--- config.mk ---
export PLATFORM = sky130hd
export DESIGN_NAME = rht_ram
export DESIGN_NICKNAME = d
export VERILOG_FILES = /design/src/hdl/rht_ram.sv
export SDC_FILE = /design/constraint.sdc
export NUM_CORES = 1
export LEC_CHECK = 0
export BUFFER_PORTS_ARGS = -buffer_cell sky130_fd_sc_hd__buf_2
export CAP_MARGIN = 20
export CELL_PAD_IN_SITES_DETAIL_PLACEMENT = 1
export CELL_PAD_IN_SITES_GLOBAL_PLACEMENT = 1
export CORE_MARGIN = 3
export CORE_UTILIZATION = 40
export CTS_CLUSTER_DIAMETER = 30
export DETAILED_ROUTE_END_ITERATION = 12
export PLACE_DENSITY = 0.83
export SYNTH_ARGS = -nofsm -noshare
export SYNTH_HDL_FRONTEND = slang
export SYNTH_SLANG_ARGS = --single-unit
--- constraint.sdc ---
create_clock -name clk -period 1.1 [get_ports clk]
set_input_delay 0.22 -clock clk [delete_from_list [all_inputs] [get_ports clk]]
set_output_delay 0.22 -clock clk [all_outputs]
set_load 0.005 [all_outputs]
--- src/hdl/rht_ram.sv ---
// Generic single-write, single-read RAM with registered read data.
module rht_ram #(
  parameter int WIDTH = 8,
  parameter int DEPTH = 2
) (
  input  logic                     clk,
  input  logic                     we,
  input  logic [$clog2(DEPTH)-1:0] waddr,
  input  logic [WIDTH-1:0]         wdata,
  input  logic [$clog2(DEPTH)-1:0] raddr,
  output logic [WIDTH-1:0]         rdata
);

  logic [WIDTH-1:0] mem [DEPTH];

  always_ff @(posedge clk) begin
    if (we) begin
      mem[waddr] <= wdata;
    end
    rdata <= mem[raddr];
  end

endmodule

==> results.ini <==
[routing]
drtIter0Drc = 2
vias = 358
ant_nets = 0
first_pass_iters = 3
drc = 0
wl_per_cell_microns = 12.74
vias_per_cell = 4.366
totalWireLength_mm = 1.045

[sta]
fmax_mhz = 1058
hold_viol_final = 0
min_period_ns = 0.9451
rsz0062_at_grt = no
timing.final.crit_share = 0.8592
fin_tns_setup_ns = 0
finalSetupViolations = 0
worst_pin_slew_ns = 0.3548
slew_headroom = 0.7635
setup_slack_ns = 0.1549
fin_skew_ns = 0.0005556
slew_viol_final = 0

[cells_and_area]
antenna_cells = 0
syn2layout_area_growth_pct = 18.50
layout.nets = 71
drive_above_1_share = 0.5439

[setup_path]
critical_path_class = flip-flop to primary output
path_buf_inv = 1
critical_path_required_ns = 0.88
cp_slowest_stage_delay_ns = 0.33
crit_arrival_ns = 0.73
critPathTopFamily = flip-flops
reg2reg_slack_ns = 0.33
crit_chain = buf_2
cp_max_fo = 1
end_kind = primary output
cp-start-kind = flip-flop
crit_slowest_cell = dfxtp_1

[floorplanning]
core_sq_um = 1783
start_util = 0.4400
die_w_microns = 50.29
die_area_sq_um = 2529
ioPinCount = 20
rows = 15
chipHeight_microns = 50.29

[pwr]
ir_drop_v = 0.0007790
p_leak_nw = 0.3819
p_total_w = 0.001512
powerDensity_nw_per_um2 = 1627

[global_routing]
track_usage = 0.09311
grt_max_degree = 13
antenna_found_initial = 0
grt_overflow = 0
first_global_vias = 374
grt_pass1_wl_mm = 1.711

[logic_synthesis]
synth_cell_type_count = 6
synth-seq-cells = 24
ys_seq_area_frac = 0.8166
syn_inst = 35
syn-cell-area_sq_um = 784.5
syn_area_per_cell_sq_um = 22.41
syn_nets = 47
yosysWarnings = 0

[clocking]
cts_root_buf = clkbuf_4
cts_max_path_buffers = 2
path_clk_slew_ns = 0.11
hold_buffers = 0
cts_setup_buffers = 0
cts_tree = yes
cts_resized = 0
clk_latency_ns = 0.29
h-tree-depth = 1
cts_sinks = 24
cts_buffers = 3

[place]
dp_slack_ns = 0.1065
io_buffers = 19
place.gp.congestion = 0.7134

[min_path]
min_path_type = input port to flip-flop

[flow_run]
cap_violations = 0

[outcome]
status = finished, final reports clean

-- worst paths after layout --
path,end,depth (start not counted),from
hold / removal,mem[0][7],1,wdata[7]
hold reg to reg,rdata[2],1,mem[0][2]
setup / recovery,rdata[1],1,rdata[1]
setup reg to reg,rdata[1],1,mem[0][1]
-- flip-flops by register name, indices dropped and copies added (netlist names) --
signal  flops
mem        16
rdata       8
-- Yosys cell counts --
cell type  count  area share
and2_1         1      0.0080
dfxtp_1        8        0.20
buf_6          1       0.014
mux2_4         8        0.15
edfxtp_1      16        0.61
nor2b_1        1      0.0080
-- layout by cell type (no fill, tap or decap), drive strengths merged --
cell type  netlist  routed
and2             1       1
buf              1      20
clkbuf           0       3
dfxtp            8       8
edfxtp          16      16
mux2             8       8
nor2b            1       1
-- area by class of cell --
| cell class | count | area [sq um] |
|---|---|---|
| Timing Repair Buffer | 20 | 102.6 |
| Fill cell | 174 | 853.3 |
| Clock buffer | 3 | 22.52 |
| Tap cell | 25 | 31.28 |
| Sequential cell | 24 | 640.6 |
| Multi-Input combinational cell | 10 | 132.6 |
-- stage by stage --
step / instance area, sq um / utilization / instances / hold WS, ns
after floorplan: 784.5 / - / 35 / 0.3189
after global placement: 907.1 / 0.5088 / 79 / 0.4151
after detailed placement: 907.1 / 0.5088 / 79 / 0.4132
after CTS: 929.6 / 0.5214 / 82 / 0.1052
after global routing: 929.6 / 0.5214 / 82 / 0.09141
final: 929.6 / 0.5214 / 82 / 0.1098
-- metal layers --
| layer | up-vias | wire length [microns] | global-route usage |
|---|---|---|---|
| met2 | 12 | 514 | 0.1587 |
| met5 | - | 0 | 0 |
| met1 | 168 | 472 | 0.1133 |
| met4 | 0 | 14 | 0.05530 |
| met3 | 2 | 43 | 0.008902 |
| li1 | 176 | - | - |
-- power breakdown --
group / internal, W / switching, W
registers: 0.00103 / 0.0000172
clock network: 0.000127 / 0.000215
logic: 0.0000739 / 0.0000468
total: 0.00123 / 0.000279
-- kinds of logic (layout without fill, tap and decap cells) --
group         after synthesis  in the layout  synth area share
flops                      24             24            0.8166
mux                         8              8            0.1531
simple gates                2              2           0.01596
buf+inv                     1             23           0.01435
Power figures use the tool's default switching activity.
