--- config.mk ---
export PLATFORM = sky130hd
export DESIGN_NAME = rht_unit
export DESIGN_NICKNAME = d
export VERILOG_FILES = /design/src/hdl/rht_pkg.sv /design/src/hdl/rht_unit.sv
export SDC_FILE = /design/constraint.sdc
export NUM_CORES = 1
export LEC_CHECK = 0
export BUFFER_PORTS_ARGS = -buffer_cell sky130_fd_sc_hd__buf_2
export CAP_MARGIN = 20
export CORE_MARGIN = 4
export CORE_UTILIZATION = 33
export DETAILED_ROUTE_END_ITERATION = 8
export PLACE_DENSITY = 0.85
export SYNTH_ARGS = -nofsm -noshare
export SYNTH_HDL_FRONTEND = slang
export SYNTH_SLANG_ARGS = --single-unit
--- constraint.sdc ---
create_clock -name vclk -period 1.8
set_clock_uncertainty 0.15 [all_clocks]
set_input_delay 0.27 -clock vclk [all_inputs]
set_output_delay 0.27 -clock vclk [all_outputs]
set_load 0.01 [all_outputs]
--- src/hdl/rht_pkg.sv ---
// Package for the reference-counted handle table: types, codes and defaults.
package rht_pkg;

  localparam int ENTRIES_DEF = 512;

  localparam int ID_W     = 15;
  localparam int HDL_W    = 32;
  localparam int CNT_W    = 16;
  localparam int SLOT_W   = 9;
  localparam int USED_W   = 10;
  localparam int STAT_W   = 3;
  localparam int ACTION_W = 2;

  typedef enum logic [ACTION_W-1:0] {
    ACT_GET     = 2'd0,
    ACT_RELEASE = 2'd1,
    ACT_UPDATE  = 2'd2,
    ACT_NONE    = 2'd3
  } action_t;

  typedef enum logic [STAT_W-1:0] {
    STAT_REMOVED     = 3'd0,
    STAT_DECREMENTED = 3'd1,
    STAT_NOT_FOUND   = 3'd2,
    STAT_NULL        = 3'd3,
    STAT_HIT         = 3'd4,
    STAT_INSERTED    = 3'd5,
    STAT_FULL        = 3'd6,
    STAT_UPDATED     = 3'd7
  } status_t;

  typedef enum logic [1:0] {
    ST_IDLE,
    ST_SCAN,
    ST_APPLY,
    ST_MOVE
  } state_t;

  typedef struct packed {
    logic [ID_W-1:0]  id;
    logic [HDL_W-1:0] hdl;
    logic [CNT_W-1:0] cnt;
  } entry_t;

  typedef struct packed {
    logic             by_handle;
    logic [ID_W-1:0]  id;
    logic [HDL_W-1:0] hdl;
  } unit_req_t;

  typedef struct packed {
    logic             match;
    logic             cnt_one;
    logic [CNT_W-1:0] cnt_inc;
    logic [CNT_W-1:0] cnt_dec;
  } unit_rsp_t;

endpackage

--- src/hdl/rht_unit.sv ---
// Shared key compare and reference count arithmetic unit.
module rht_unit
  import rht_pkg::*;
(
  input  unit_req_t req,
  input  entry_t    ent,
  output unit_rsp_t rsp
);

  always_comb begin
    rsp.match   = req.by_handle ? (ent.hdl == req.hdl) : (ent.id == req.id);
    rsp.cnt_one = (ent.cnt == CNT_W'(1));
    rsp.cnt_inc = (ent.cnt == '1) ? ent.cnt : ent.cnt + CNT_W'(1);
    rsp.cnt_dec = ent.cnt - CNT_W'(1);
  end

endmodule

==> summary.md <==
| Metric | Value |
|---|---|
| CTS Hold Bufs | `0` |
| Pwr dens | `203 nW/µm²` |
| Maximum vdd ir drop | `0.124 mV` |
| Synth top area share | `34.4%` |
| Initial DRC count | `125` |
| Vias in the first global route | `2,261` |
| Io pins | `145` |
| Met3 routed WL | `519 µm` |
| Metal-1 WL | `2040 µm` |
| Core area | `3740 µm²` |
| Crit path kind | `primary input to output port` |
| GRT Residual Overflow | `0` |
| Initial Util | `34.7%` |
| Clock buffer count | `0` |
| Syn_area_per_cell | `7.51 µm²` |
| Dpl hpwl | `5090 µm` |
| Placed cell area | `2370 µm²` |
| Ratio of cells with drive above 1 in the final layout | `68.6%` |
| WP depth | `6` |
| Relative slew slack | `78.1%` |
| DR vias/cell | `5.10` |
| Met2 wire length | `3860 µm` |
| Pins Over Slew Limit | `0` |
| Initial antenna violation count | `1` |
| Crit path buf inv count | `2` |
| Area growth from synthesis to layout | `115%` |
| Setup TNS | `-4.03 ns` |
| CP required | `1.38 ns` |
| Post-synth top area cell | `xor2_1` |
| Worst setup SP type | `primary input` |
| Rows | `22` |
| Die Area | `5010 µm²` |
| Width of the die | `70.8 µm` |
| Min Clock Period, post-route | `2.11 ns` |
| Failing checks | `negative setup slack` |
| Pre-antenna DRT Iters | `4` |
| Global placer's final weighted congestion | `0.904` |
| Crit end category | `output port` |
| Min Hold Slack | `0.757 ns` |
| CP peak stage delay | `0.58 ns` |
| Peak Freq | `0.474 GHz` |
| Placement Setup Slack | `-0.310 ns` |
| Setup violators final | `25` |
| Syn Inst Count | `173` |
| Placed insts | `392` |
| Top Layer Used | `met4` |
| Critical-path top delay cell | `or4_4` |
| Crit. Startpoint | `ent[5]` |
| Post-route insts no fill | `406` |
| WL per Instance | `16.0 µm` |
| Synthesized cell area | `1300 µm²` |
| Synth top area cells | `xor2_1 34%, xnor2_1 11%, nor4_1 6.3%` |
| Post-route ant nets | `0` |
| Part of the cycle the worst path needs | `117%` |
| Via count | `2,069` |
| Final worst slack | `-0.308 ns` |
| Status | `complete, but fails checks` |
| Seq/Total Area, Yosys | `0%` |
| RSZ-0062 raised after global routing | `yes` |
| Wire length of the first global-routing pass | `9870 µm` |
| Buffers on Ports | `145` |
| Final Util | `74.7%` |
| Crit path max fanout | `4` |
| GRT Util Overall | `23.7%` |
| Pin count of the biggest net entering global routing | `9` |
| Crit path max-delay family | `simple AND/OR/NAND/NOR gates` |
| Die H | `70.8 µm` |
| Crit path arrival time | `1.69 ns` |
| # DRC | `0` |
| Num sequential | `0` |
| Final instance area | `2800 µm²` |
| Crit path to | `rsp[11]` |
| Hold Path Class | `primary input to output port` |
| CP Cell Sequence | `buf_6 > or4_4 > nor4_4 > nand3b_1 > xnor2_2 > buf_2` |
| Fin nets | `473` |
| Syn Nets | `287` |
| MaxCap Viol Count | `0` |
| Final WL | `6510 µm` |
| Final hold viol count | `0` |
| Yosys warning total | `0` |
| Tot Pwr | `0.568 mW` |
| Register Area | `0 µm²` |
| Pin slew with the least headroom to its limit | `0.327 ns` |
| Cell variety after synth | `40` |
| Leakage | `1.40 nW` |
## cells in the final DEF (no fill, tap or decap), types with 4 or more instances in the layout
cell	n
nor4_4	5
nand2_1	6
buf_2	134
xnor2_1	8
inv_2	4
nor4_1	9
buf_6	18
xor2_1	50
nor2_1	5
buf_4	40
xnor2_2	9
nand4_1	4
## power by group
group / total [mW] / switching (mW) / internal (mW)
combinational: 0.568 / 0.263 / 0.304
clock: 0.0000000744 / 0 / 0.0000000744
sequential: 0 / 0 / 0
## cells by family (layout without fill, tap and decap cells)
family,Yosys count,count (layout),share of synthesized area [%]
xor+xnor,68,68,45.8
simple gates,63,63,31.8
compound gates,21,21,11.1
buf+inv,16,200,6.83
fa+ha+maj,3,3,2.89
mux,2,2,1.64
other cells,0,1,0
## repair_timing
action	4_1_cts	5_1_grt
gates resized for setup	60	16
pin swaps	32	16
gates cloned	1	0
buffers inserted	11	2
setup endpoints to repair	30	30
hold endpoints to repair	0	0
## metal layers
layer	GRT usage (%)	up-vias
li1	-	983
met1	20.7	973
met2	52.0	104
met3	4.40	9
met4	6.68	0
met5	0	-
## layout make-up
class                      count  area, µm²
timing repair buffer         194       1210
inverter                       6       22.5
fill                         272        948
tap                           48       60.1
antenna                        1       2.50
multi-input combinational    157       1500
## worst min-delay path by stage
stage / start / to / slack [ns] / cells after the start
after floorplan: ent[10] / rsp[10] / 0.45 / 1
after global placement: req[47] / rsp[33] / 0.75 / 4
after detailed placement: req[47] / rsp[33] / 0.77 / 4
after CTS: req[47] / rsp[33] / 0.78 / 4
after global routing: ent[3] / rsp[20] / 0.78 / 4
final: ent[3] / rsp[20] / 0.76 / 4
## Yosys cell counts
master / count
buf_6: 2
and4b_1: 1
ha_1: 3
o211a_1: 1
and2b_1: 1
and4_2: 1
a21oi_1: 3
and2_1: 1
xnor2_1: 17
inv_1: 6
nor2b_1: 2
buf_2: 5
or4_4: 1
o21a_1: 2
xor2_1: 51
nand2b_1: 2
mux2_2: 1
or3_2: 1
nand3_1: 8
nand3b_1: 2
a41oi_1: 1
clkbuf_1: 1
nor4_1: 13
nand2_1: 7
nor3_1: 4
nand4_1: 4
and2_0: 1
and3_1: 2
or2_2: 1
o211ai_1: 3
buf_4: 2
or4_1: 1
a31oi_1: 3
nor4_4: 3
o31ai_1: 1
mux2i_1: 1
nor2_1: 6
and4_1: 1
o21ai_0: 4
o2111ai_1: 3
(Power assumes the default switching activity.)
